### src/zse_pkg.sv
// zse_pkg: shared types, codes and crc/escape functions of the subpacket encoder
package zse_pkg;

  // line codes
  localparam logic [7:0] ZDLE           = 8'h18;
  localparam logic [7:0] XON            = 8'h11;
  localparam logic [7:0] FRAME_END_BASE = 8'h68;
  localparam logic [7:0] ESC_XOR        = 8'h40;
  localparam logic [7:0] PRINT_BITS     = 8'h60;
  localparam logic [6:0] AT_SIGN        = 7'h40;

  // frame end kinds
  localparam logic [1:0] END_ZCRCW = 2'd3;

  // crc constants
  localparam logic [15:0] CRC16_POLY = 16'h1021;
  localparam logic [31:0] CRC32_POLY = 32'hEDB88320;
  localparam logic [31:0] CRC32_INIT = 32'hFFFFFFFF;

  // configuration port
  localparam int unsigned CFG_IDX_W = 2;
  localparam logic [CFG_IDX_W-1:0] CFG_CRC32_MODE = 2'd0;
  localparam logic [CFG_IDX_W-1:0] CFG_ESCAPE_ALL = 2'd1;

  // command queue depth between front and back
  localparam int unsigned CMD_DEPTH = 2;

  // back end sequencer phases
  typedef enum logic [1:0] {
    PH_FIRST,
    PH_CODE,
    PH_CRC,
    PH_XON
  } zse_phase_e;

  // one classified command from front to back
  typedef struct packed {
    logic        is_end;
    logic        wide;
    logic        xon;
    logic [7:0]  code_byte;
    logic [31:0] trailer;
  } zse_cmd_t;

  // one msb-first crc-16 step over a byte
  function automatic logic [15:0] crc16_fold(logic [15:0] c, logic [7:0] b);
    logic [15:0] r;
    r = c ^ {b, 8'h00};
    for (int i = 0; i < 8; i++) begin
      r = r[15] ? ({r[14:0], 1'b0} ^ CRC16_POLY) : {r[14:0], 1'b0};
    end
    return r;
  endfunction

  // one reflected crc-32 step over a byte
  function automatic logic [31:0] crc32_fold(logic [31:0] c, logic [7:0] b);
    logic [31:0] r;
    r = c ^ {24'h000000, b};
    for (int i = 0; i < 8; i++) begin
      r = r[0] ? ({1'b0, r[31:1]} ^ CRC32_POLY) : {1'b0, r[31:1]};
    end
    return r;
  endfunction

  // escape decision for a payload or crc byte
  function automatic logic needs_escape(logic [7:0] c, logic [7:0] prev, logic esc_all);
    logic r;
    if ((c & PRINT_BITS) != 8'h00) begin
      r = 1'b0;
    end else begin
      case (c) inside
        ZDLE, 8'h10, 8'h11, 8'h13, 8'h90, 8'h91, 8'h93: r = 1'b1;
        8'h0D, 8'h8D: r = esc_all || (prev[6:0] == AT_SIGN);
        default: r = esc_all;
      endcase
    end
    return r;
  endfunction

endpackage

### src/zse_front.sv
// zse_front: takes input items, runs the crc and builds commands for the back end
module zse_front (
  input  logic              clk_i,
  input  logic              rst_ni,
  input  logic              crc32_mode_i,
  input  logic              restart_i,
  input  logic              accept_i,
  input  logic              action_i,
  input  logic [7:0]        data_byte_i,
  input  logic [1:0]        end_kind_i,
  output zse_pkg::zse_cmd_t cmd_o
);

  logic        fresh_q, fresh_d;
  logic [31:0] crc_q, crc_d;
  logic [31:0] crc_base;
  logic [7:0]  fold_byte;
  logic [7:0]  end_code;
  logic [31:0] crc_new;

  // crc start value and the byte folded in
  assign crc_base  = fresh_q ? (crc32_mode_i ? zse_pkg::CRC32_INIT : 32'h0) : crc_q;
  assign end_code  = zse_pkg::FRAME_END_BASE + {6'b0, end_kind_i};
  assign fold_byte = action_i ? end_code : data_byte_i;

  always_comb begin
    if (crc32_mode_i) begin
      crc_new = zse_pkg::crc32_fold(crc_base, fold_byte);
    end else begin
      crc_new = {16'h0000, zse_pkg::crc16_fold(crc_base[15:0], fold_byte)};
    end
  end

  // command for the back end; trailer is laid out in send order from the low byte
  always_comb begin
    cmd_o.is_end    = action_i;
    cmd_o.wide      = crc32_mode_i;
    cmd_o.xon       = action_i && (end_kind_i == zse_pkg::END_ZCRCW);
    cmd_o.code_byte = fold_byte;
    if (crc32_mode_i) begin
      cmd_o.trailer = ~crc_new;
    end else begin
      cmd_o.trailer = {16'h0000, crc_new[7:0], crc_new[15:8]};
    end
  end

  // packet state update
  always_comb begin
    fresh_d = fresh_q;
    crc_d   = crc_q;
    if (accept_i) begin
      fresh_d = action_i;
      crc_d   = crc_new;
    end
    if (restart_i) begin
      fresh_d = 1'b1;
    end
  end

  always_ff @(posedge clk_i or negedge rst_ni) begin
    if (!rst_ni) begin
      fresh_q <= 1'b1;
      crc_q   <= 32'h0;
    end else begin
      fresh_q <= fresh_d;
      crc_q   <= crc_d;
    end
  end

endmodule

### src/zse_queue.sv
// zse_queue: short command queue between front and back
module zse_queue #(
  parameter int unsigned Depth = zse_pkg::CMD_DEPTH
) (
  input  logic              clk_i,
  input  logic              rst_ni,
  input  logic              push_i,
  input  zse_pkg::zse_cmd_t data_i,
  output logic              full_o,
  input  logic              pop_i,
  output logic              valid_o,
  output zse_pkg::zse_cmd_t data_o
);

  localparam int unsigned PtrW = (Depth > 1) ? $clog2(Depth) : 1;
  localparam int unsigned CntW = $clog2(Depth + 1);

  zse_pkg::zse_cmd_t entry_q [Depth];
  logic [PtrW-1:0]   wr_ptr_q, rd_ptr_q;
  logic [CntW-1:0]   count_q;
  logic              do_push, do_pop;

  assign full_o  = (count_q == CntW'(Depth));
  assign valid_o = (count_q != '0);
  assign data_o  = entry_q[rd_ptr_q];
  assign do_push = push_i && !full_o;
  assign do_pop  = pop_i && valid_o;

  // entry storage
  always_ff @(posedge clk_i) begin
    if (do_push) begin
      entry_q[wr_ptr_q] <= data_i;
    end
  end

  // pointers and fill count
  always_ff @(posedge clk_i or negedge rst_ni) begin
    if (!rst_ni) begin
      wr_ptr_q <= '0;
      rd_ptr_q <= '0;
      count_q  <= '0;
    end else begin
      if (do_push) begin
        wr_ptr_q <= (wr_ptr_q == PtrW'(Depth - 1)) ? '0 : wr_ptr_q + 1'b1;
      end
      if (do_pop) begin
        rd_ptr_q <= (rd_ptr_q == PtrW'(Depth - 1)) ? '0 : rd_ptr_q + 1'b1;
      end
      if (do_push && !do_pop) begin
        count_q <= count_q + 1'b1;
      end else if (do_pop && !do_push) begin
        count_q <= count_q - 1'b1;
      end
    end
  end

endmodule

### src/zse_back.sv
// zse_back: expands commands into escaped line bytes with an output register
module zse_back (
  input  logic              clk_i,
  input  logic              rst_ni,
  input  logic              esc_all_i,
  input  logic              cmd_valid_i,
  input  zse_pkg::zse_cmd_t cmd_i,
  output logic              cmd_pop_o,
  input  logic              pop_i,
  output logic              empty_o,
  output logic [7:0]        line_byte_o,
  output logic              last_of_run_o
);

  zse_pkg::zse_phase_e phase_q, phase_d;
  logic [1:0] idx_q, idx_d;
  logic       esc_q;
  logic [7:0] prev_q;
  logic       out_valid_q;
  logic [7:0] out_byte_q;
  logic       out_last_q;

  logic       load, step;
  logic [7:0] cur, escd;
  logic [1:0] last_idx;
  logic       esc_need;
  logic [7:0] emit_byte;
  logic       emit_last, done, set_esc, upd_prev;

  assign load     = !out_valid_q || pop_i;
  assign step     = cmd_valid_i && load;
  assign last_idx = cmd_i.wide ? 2'd3 : 2'd1;
  assign cur      = (phase_q == zse_pkg::PH_CRC) ? cmd_i.trailer[{idx_q, 3'b000} +: 8]
                                                 : cmd_i.code_byte;
  assign esc_need = zse_pkg::needs_escape(cur, prev_q, esc_all_i);
  assign escd     = esc_q ? (cur ^ zse_pkg::ESC_XOR) : cur;

  // byte emitted by the current phase
  always_comb begin
    emit_byte = zse_pkg::ZDLE;
    emit_last = 1'b0;
    done      = 1'b0;
    set_esc   = 1'b0;
    upd_prev  = 1'b0;
    unique case (phase_q)
      zse_pkg::PH_FIRST: begin
        if (cmd_i.is_end) begin
          emit_byte = zse_pkg::ZDLE;
        end else if (esc_need && !esc_q) begin
          set_esc = 1'b1;
        end else begin
          emit_byte = escd;
          emit_last = 1'b1;
          done      = 1'b1;
          upd_prev  = 1'b1;
        end
      end
      zse_pkg::PH_CODE: begin
        emit_byte = cmd_i.code_byte;
      end
      zse_pkg::PH_CRC: begin
        if (esc_need && !esc_q) begin
          set_esc = 1'b1;
        end else begin
          emit_byte = escd;
          upd_prev  = 1'b1;
          if (idx_q == last_idx) begin
            emit_last = !cmd_i.xon;
            done      = !cmd_i.xon;
          end
        end
      end
      zse_pkg::PH_XON: begin
        emit_byte = zse_pkg::XON;
        emit_last = 1'b1;
        done      = 1'b1;
      end
      default: begin
        emit_byte = zse_pkg::ZDLE;
      end
    endcase
  end

  // sequencer next state
  always_comb begin
    phase_d = phase_q;
    idx_d   = idx_q;
    if (step) begin
      unique case (phase_q)
        zse_pkg::PH_FIRST: begin
          if (cmd_i.is_end) begin
            phase_d = zse_pkg::PH_CODE;
          end
        end
        zse_pkg::PH_CODE: begin
          phase_d = zse_pkg::PH_CRC;
          idx_d   = 2'd0;
        end
        zse_pkg::PH_CRC: begin
          if (!set_esc) begin
            if (idx_q == last_idx) begin
              phase_d = cmd_i.xon ? zse_pkg::PH_XON : zse_pkg::PH_FIRST;
              idx_d   = 2'd0;
            end else begin
              idx_d = idx_q + 2'd1;
            end
          end
        end
        zse_pkg::PH_XON: begin
          phase_d = zse_pkg::PH_FIRST;
        end
        default: begin
          phase_d = zse_pkg::PH_FIRST;
        end
      endcase
    end
  end

  assign cmd_pop_o = step && done;

  // sequencer and escape history
  always_ff @(posedge clk_i or negedge rst_ni) begin
    if (!rst_ni) begin
      phase_q <= zse_pkg::PH_FIRST;
      idx_q   <= 2'd0;
      esc_q   <= 1'b0;
      prev_q  <= 8'h00;
    end else begin
      phase_q <= phase_d;
      idx_q   <= idx_d;
      if (step) begin
        esc_q <= set_esc;
        if (upd_prev) begin
          prev_q <= escd;
        end
      end
    end
  end

  // output register
  always_ff @(posedge clk_i or negedge rst_ni) begin
    if (!rst_ni) begin
      out_valid_q <= 1'b0;
    end else if (load) begin
      out_valid_q <= step;
    end
  end

  always_ff @(posedge clk_i) begin
    if (step) begin
      out_byte_q <= emit_byte;
      out_last_q <= emit_last;
    end
  end

  assign empty_o       = !out_valid_q;
  assign line_byte_o   = out_byte_q;
  assign last_of_run_o = out_last_q;

`ifndef SYNTHESIS
  // a pending escape prefix only exists while a payload or crc byte is due
  assert property (@(posedge clk_i) disable iff (!rst_ni)
    esc_q |-> (phase_q == zse_pkg::PH_FIRST || phase_q == zse_pkg::PH_CRC))
    else $error("escape prefix pending in wrong phase");

  // a command in progress stays at the queue head
  assert property (@(posedge clk_i) disable iff (!rst_ni)
    (phase_q != zse_pkg::PH_FIRST || esc_q) |-> cmd_valid_i)
    else $error("command left queue mid-sequence");

  // a 16-bit trailer never walks past its second byte
  assert property (@(posedge clk_i) disable iff (!rst_ni)
    (phase_q == zse_pkg::PH_CRC && !cmd_i.wide) |-> !idx_q[1])
    else $error("crc byte index out of range");

  // a stalled result is not overwritten
  assert property (@(posedge clk_i) disable iff (!rst_ni)
    (out_valid_q && !pop_i) |=> (out_valid_q && $stable(out_byte_q)))
    else $error("output register overwritten while stalled");
`endif

endmodule

### src/zmodem_subpacket_encoder.sv
// zmodem_subpacket_encoder: top level of the data subpacket framer
//
// Input channel: push/full. Each transaction carries one item: a data byte
// (action_i = 0) or an end of subpacket (action_i = 1, end_kind_i picks
// ZCRCE/ZCRCG/ZCRCQ/ZCRCW). Result channel: empty/pop. Each transaction is
// one line byte; last_of_run_o marks the final byte caused by an item.
// Config channel: cfg_valid_i/cfg_ready_o with cfg_index_i and cfg_data_i,
// always ready; index 0 selects the 32-bit crc (and restarts the packet crc),
// index 1 turns on escaping of all control bytes. Write config only when idle.
// An item is registered in the command queue and its line bytes in the output
// register. The back end sends one line byte per cycle while pop is not
// stalled, so a data byte gives 1 or 2 line bytes and an end item 4 to 11;
// the front end folds one byte into the crc per cycle while full is low, and a
// two-entry command queue lets it run ahead.
// A stalled pop holds the output register; the queue then fills and full
// rises. Reset clears config, crc state and queues; the first item starts
// a fresh packet.
module zmodem_subpacket_encoder #(
  parameter int unsigned CmdDepth = zse_pkg::CMD_DEPTH
) (
  input  logic                         clk_i,
  input  logic                         rst_ni,
  // input items
  input  logic                         push,
  output logic                         full,
  input  logic                         action_i,
  input  logic [7:0]                   data_byte_i,
  input  logic [1:0]                   end_kind_i,
  // result bytes
  output logic                         empty,
  input  logic                         pop,
  output logic [7:0]                   line_byte_o,
  output logic                         last_of_run_o,
  // configuration writes
  input  logic                         cfg_valid_i,
  output logic                         cfg_ready_o,
  input  logic [zse_pkg::CFG_IDX_W-1:0] cfg_index_i,
  input  logic                         cfg_data_i
);

  logic              crc32_mode_q, esc_all_q;
  logic              restart;
  logic              accept;
  zse_pkg::zse_cmd_t front_cmd, head_cmd;
  logic              head_valid, head_pop;

  // configuration registers
  assign cfg_ready_o = 1'b1;
  assign restart     = cfg_valid_i && (cfg_index_i == zse_pkg::CFG_CRC32_MODE);

  always_ff @(posedge clk_i or negedge rst_ni) begin
    if (!rst_ni) begin
      crc32_mode_q <= 1'b0;
      esc_all_q    <= 1'b0;
    end else if (cfg_valid_i) begin
      unique case (cfg_index_i)
        zse_pkg::CFG_CRC32_MODE: crc32_mode_q <= cfg_data_i;
        zse_pkg::CFG_ESCAPE_ALL: esc_all_q    <= cfg_data_i;
        default: ;
      endcase
    end
  end

  assign accept = push && !full;

  // front: crc and classification
  zse_front u_front (
    .clk_i        (clk_i),
    .rst_ni       (rst_ni),
    .crc32_mode_i (crc32_mode_q),
    .restart_i    (restart),
    .accept_i     (accept),
    .action_i     (action_i),
    .data_byte_i  (data_byte_i),
    .end_kind_i   (end_kind_i),
    .cmd_o        (front_cmd)
  );

  // command queue
  zse_queue #(
    .Depth (CmdDepth)
  ) u_queue (
    .clk_i   (clk_i),
    .rst_ni  (rst_ni),
    .push_i  (push),
    .data_i  (front_cmd),
    .full_o  (full),
    .pop_i   (head_pop),
    .valid_o (head_valid),
    .data_o  (head_cmd)
  );

  // back: escaping and line byte sequencing
  zse_back u_back (
    .clk_i         (clk_i),
    .rst_ni        (rst_ni),
    .esc_all_i     (esc_all_q),
    .cmd_valid_i   (head_valid),
    .cmd_i         (head_cmd),
    .cmd_pop_o     (head_pop),
    .pop_i         (pop),
    .empty_o       (empty),
    .line_byte_o   (line_byte_o),
    .last_of_run_o (last_of_run_o)
  );

endmodule

### config.mk
export PLATFORM = sky130hd
export DESIGN_NAME = zmodem_subpacket_encoder
export DESIGN_NICKNAME = d
export VERILOG_FILES = /design/src/zse_pkg.sv /design/src/zse_front.sv /design/src/zse_queue.sv /design/src/zse_back.sv /design/src/zmodem_subpacket_encoder.sv
export SDC_FILE = /design/constraint.sdc
export NUM_CORES = 1
export LEC_CHECK = 0
export BUFFER_PORTS_ARGS = -buffer_cell sky130_fd_sc_hd__buf_4
export CAP_MARGIN = 30
export CORE_MARGIN = 3
export CORE_UTILIZATION = 40
export DETAILED_ROUTE_END_ITERATION = 8
export SYNTH_ARGS = -nofsm -noshare
export SYNTH_HDL_FRONTEND = slang
export SYNTH_SLANG_ARGS = --single-unit
### constraint.sdc
create_clock -name clk_i -period 3.4 [get_ports clk_i]
set_input_delay 0.17 -clock clk_i [delete_from_list [all_inputs] [get_ports clk_i]]
set_output_delay 0.17 -clock clk_i [all_outputs]
set_load 0.02 [all_outputs]
Word-level counts from Yosys, hierarchy flattened
Memories as Yosys holds them, arrays and structs flattened. Cells that the tools add are included.

Register bits: 61. RAM bits: 86. Input port bits: 19. Output and inout port bits: 12. Logic and storage cells: 148. Memories kept: 1.

Add/subtract/negate cells: 6. Eq/ne operators: 20. Shift-type cells: 1. Muxes and demuxes: 55. Bitwise gates (word level): 20. Reductions and logical operators: 31.

Memories: u_queue.entry_q (words 2, bits a word 43, read ports 1, clocked after memory_dff 0, wr ports 1, RTL line zse_queue.sv:18) `zse_pkg::zse_cmd_t entry_q [Depth];`.

Operator list (number): 32-bit 2-to-1 mux (12); 13-bit inverter with 14-bit output (8); 13-bit 2-to-1 mux (8); 8-bit by 5-bit equality test with 1-bit output (second input constant) (4); 8-bit equality test (second input constant) (4); 8-bit 2-to-1 mux (4); 32-bit inverter (1); 8-bit one-hot mux with 4 select lines (1); 32-bit by 6-bit variable part select with 8-bit output (1); 32-bit by 8-bit bitwise XOR with 32-bit output (1); 3-bit inverter (8); 2-bit 2-to-1 mux (9); 16-bit bitwise XOR (1); 1-bit 2-to-1 mux (15); 1-bit logical AND (9); 7-bit by 2-bit adder with 8-bit output (first input constant) (1); 2-bit equality test (second input constant) (4); 8-bit by 4-bit equality test with 1-bit output (second input constant) (1); 2-bit one-hot mux with 4 select lines (1); 2-bit nonzero test (4); 8-bit nonzero test (1); 7-bit equality test (second input constant) (1); 7-bit 2-to-1 mux (1); 7-bit OR reduction (1); 17 further kinds (32).

Logic depth before layout (Yosys ltp)
Depth after elaboration: 22. Depth in mapped cells: 14. Depth with buffers taken out: 11.

Cells and area by module
Synthesis repeated with hierarchy kept, for this count alone.

Cell total of the unflattened synthesis: 678. Area total of the unflattened synthesis: 8505.7 um^2.

By module, submodules not included: zse_queue (instances 1, cells each 153, area each 3504.6 um^2, sequential area each 2682.6 um^2); zse_front (instances 1, cells each 359, area each 3268.1 um^2, sequential area each 827.0 um^2); zse_back (instances 1, cells each 157, area each 1612.8 um^2, sequential area each 595.6 um^2); zmodem_subpacket_encoder (instances 1, cells each 9, area each 120.1 um^2, sequential area each 50.0 um^2).

Least setup slack after synthesis
No wires, ideal clock.

Path kind: register to register. Start point: reg u_back.idx_q[0]. End point: reg u_queue.count_q[1]. Library setup time: 125 ps. Arrival: 3049 ps. Data required time: 3275 ps. Path slack: 225 ps. Stages on the path, launching flop included: 15. Buffers on the path: 3. Period minus slack after synthesis: 3175 ps. Path through: dfrtp_1 -> buf_6 -> buf_2 -> clkbuf_1 -> mux4_2 -> mux2i_1 -> mux2i_1 -> or3_1 -> a31oi_4 -> a21boi_2 -> o31ai_4 -> ha_1 -> xor2_1 -> nor2_1 -> xor2_1.

Longest elaborated chain between the ends: 16. Elaborated cells on any way between the ends: 31. Those cells by class: eq/ne: 10; shift: 1; mux: 10; reduce/logical: 10.

RTL lines: start, declared (RTL line zse_back.sv:16) `logic [1:0] idx_q, idx_d;`; start signal, assigned (RTL line zse_back.sv:130) `idx_q <= idx_d;`; 32-bit by 6-bit variable part select with 8-bit output (RTL line zse_back.sv:33) `assign cur = (phase_q == zse_pkg::PH_CRC) ? cmd_i.trailer[{idx_q, 3'b000} +: 8]`; 8-bit 2-to-1 mux (RTL line zse_back.sv:33); 8-bit equality test or 8-bit by 4-bit equality test with 1-bit output (tied branches) (RTL line zse_back.sv:35) `assign esc_need = zse_pkg::needs_escape(cur, prev_q, esc_all_i);`; 2-bit OR reduction (RTL line zse_pkg.sv:71) `case (c) inside`; 1-bit 2-to-1 mux (2 in a row) (RTL line zse_pkg.sv:71); 1-bit 2-to-1 mux (RTL line zse_pkg.sv:68) `if ((c & PRINT_BITS) != 8'h00) begin`; 1-bit logical AND (RTL line zse_back.sv:49, zse_back.sv:62); 1-bit 2-to-1 mux (RTL line zse_back.sv:49) `end else if (esc_need && !esc_q) begin`; 1-bit 2-to-1 mux (RTL line zse_back.sv:47) `if (cmd_i.is_end) begin`; 1-bit one-hot mux with 3 select lines * (RTL line zse_back.sv:45) `unique case (phase_q)`; 1-bit logical AND * (RTL line zse_back.sv:119) `assign cmd_pop_o = step && done;`; 1-bit logical AND * (RTL line zse_queue.sv:27) `assign do_pop = pop_i && valid_o;`; 1-bit logical NOT (RTL line zse_queue.sv:49) `if (do_push && !do_pop) begin`; 1-bit logical AND (RTL line zse_queue.sv:49); 2-bit 2-to-1 mux or 2-bit nonzero test (tied branches); end signal, assigned (RTL line zse_queue.sv:50) `count_q <= count_q + 1'b1;`; end signal, assigned (RTL line zse_queue.sv:52) `count_q <= count_q - 1'b1;`; end, declared (RTL line zse_queue.sv:20) `logic [CntW-1:0] count_q;`.

Every way passes the cells marked *; elsewhere a longest branch is shown, timed or not. A chain may end at the register's enable or synchronous reset.

Final worst setup path
Ends and elaborated chain as after synthesis.

==> results.cfg <==
[sta]
rsz0062_at_grt = no
setup_viol_count_final = 0
maxSlewHeadroom = 0.504
worstMarginPinSlew_ps = 744
fin_skew_ps = 9.47
fin_setup_tns_ps = 0
period_minus_slack_ps = 3270
hold_viol = 0
fmax_ghz = 0.306
finalCritPeriodShare = 0.961
hold_slack_ps = 24.7
maxSlewViolCount = 0

[cts]
clockBufferDepth = 2
cts_num_sinks = 147
tritoncts = yes
postCtsSetupBuffers = 0
htreeDepth = 4
clock_latency_ps = 430
clk_pin_slew_ps = 60
ctsRootBufferMaster = clkbuf_16
cts_buffers = 17

[synth]
synth_top_cell_by_area = edfxtp_1
avgSynthCellArea_um2 = 11.4
yosysSeqAreaShare = 0.520
async_flop_share = 0.354
syn_nets = 720
ys_top_cells_by_area = edfxtp_1 36%, dfrtp_1 16%, xnor2_1 10%
synth-seq-cells = 147
synth-compound-area-share = 0.101
yosys.area_share.simple = 0.105
synth.area.mux_share = 0.0997
yosysTopAreaCellShare = 0.357
ys_warn_count = 0
syn-instance-count = 700
synth.most_common_cell = edfxtp_1
synth_fa_ha_area_frac = 0.00156
syn-cell-area_um2 = 8000
ys_types = 66
synth_xor_area_frac = 0.137
ys.flop_type = edfxtp_1
synth_edf_count = 95
synthTopCellsByCount = 95 x edfxtp_1, 94 x xnor2_1, 74 x nor2_1
synth_top_family_by_area = XOR/XNOR gates

[setup_path]
slowest_delay_ps = 550
worstRegToRegCells = 11
worstPathRequired_ps = 3710
r2r_setup_slack_ps = 130
cp_max_fo = 9
crit_arrival_ps = 3570
critical_path.cell_chain = mux2i_1 -> mux4_2 -> a21o_1 -> or4_4 -> a31oi_4 -> a21boi_2 -> o31ai_4 -> ha_1 -> xor2_1 -> nor2_1 -> xor2_1
crit_path_top_delay_cell = or4_4
r2r-end = u_queue.count_q[1]
worst-setup-path-type = flop to flop
r2r_start = u_back.idx_q[0]
cp-start-kind = flop
crit_top_cell = xor2_1
endpoint_kind = flop

[outcome]
status = completed

[routing]
avgViaCountPerCell = 5.28
via_count = 5381
drt-pass1-iter-count = 5
wl_met2_mm = 9.29
drc = 0
routed_wl_mm = 19.5
top_layer_used = met4
ant_nets = 0
drtIter0Drc = 448
met1_length_mm = 8.92
dr_wl_met3_um = 740
wl_per_cell_um = 19.1

[place]
hpwl_mm = 14.4
gp_congestion = 0.878
port_buffers = 29

[die]
design.die.area_um2 = 21700
pin_count = 31
die_h_um = 147
num_rows = 51
dieWidth_um = 147
initial_core_util = 0.410
core_um2 = 19500

[global_route]
grt_overflow = 0
gr-usage-all-layers = 0.185
antenna_found_initial = 0
grt_max_degree = 53
grt_pass1_vias = 5448
grt_pass1_wl_mm = 30.8

[final_layout]
nFillCells = 1809
antenna_cells = 0
nets = 762
area_growth_pct = 15.7
drive_above_1_share = 0.193

[flow_run]
cap_viol_max_count = 0

[hold_path]
whs_path_depth = 3
holdPathEnd = u_back.out_valid_q
hp-start = pop
min_path_type = input pin to flop
==> layout by cell type (no fill, tap or decap), drive strengths merged, types with 5 or more instances in the layout <==
cell type,count
xnor2,97
edfxtp,95
nor2,74
buf,68
dfrtp,51
nand2,46
mux2i,42
o21ai,41
a21oi,27
xor2,23
inv,22
and2,19
clkbuf,19
mux2,16
nand2b,11
mux4,8
a21o,8
nor2b,7
or3,5
o22ai,5
a211oi,5
clkinv,5
==> worst max-delay path, delay by kind of cell, from the launching register on <==
kind | cells | cell delay (ps)
XOR/XNOR | 2 | 300
adder cells (fa/ha/maj) | 1 | 210
multiplexers | 2 | 660
AO/OA/AOI/OAI | 4 | 880
AND/OR/NAND/NOR | 2 | 620
flip-flops | 1 | 490
==> cells by family (layout without fill, tap and decap cells) <==
logic type	Yosys count	in the layout
buf+inv	64	119
simple gates	180	180
mux	66	66
other cells	1	1
flops	147	147
fa+ha+maj	1	1
xor+xnor	120	120
compound gates	121	121
==> metrics by stage <==
step,instance area [µm²],std cells,worst slack (ps),utilization
after floorplan,8000,700,225,-
after global placement,8630,986,204,0.442
after detailed placement,8630,986,48.5,0.442
after CTS,9240,1020,32.3,0.473
after global routing,9250,1020,0.393,0.474
final,9250,1020,133,0.474
==> flip-flops by register name, summed over array words and instances (netlist names), 2 cells and up <==
register and flops:
u_queue.count_q 2, u_queue.entry_q 86, u_back.prev_q 7, u_back.phase_q 2, u_back.line_byte_o 8, u_back.idx_q 2, u_front.crc_q 32
==> layer usage <==
metal,global-route usage,vias to the layer above
met5,0,-
met4,0.0760,0
met3,0.0402,41
met2,0.295,140
met1,0.247,2660
li1,-,2540
==> how the worst max path moves through the flow <==
stage                                 from            endpoint  slack [ps]  cells past startpoint
after global placement     u_back.idx_q[0]  u_queue.count_q[1]         200                     11
after CTS                  u_back.idx_q[0]  u_queue.count_q[1]          30                     12
after global routing      u_queue.rd_ptr_q  u_queue.count_q[1]         0.4                     12
after detailed placement   u_back.idx_q[0]  u_queue.count_q[1]          50                     12
after floorplan            u_back.idx_q[0]  u_queue.count_q[1]         230                     14
final                      u_back.idx_q[0]  u_queue.count_q[1]         130                     11
==> what timing repair did <==
action                     4_1_cts  5_1_grt
resized for setup                0        3
setup endpoints to repair        0        2
hold endpoints to repair        53        0
hold buffers                     2        0
==> final cells by class <==
| class | count | area, µm² | share of cell area |
|---|---|---|---|
| clock buffers | 19 | 443 | 0.0479 |
| clock inverters | 13 | 149 | 0.0161 |
| inverters | 17 | 63.8 | 0.00690 |
| multi-input cells | 489 | 3570 | 0.386 |
| flip-flops and latches | 147 | 4160 | 0.450 |
| well taps | 265 | 332 | 0.0358 |
| repair buffers | 70 | 534 | 0.0578 |
Power is left out: the tool's default activity adds up to more than one toggle a clock period on the data nets, which glitch-free logic cannot reach.
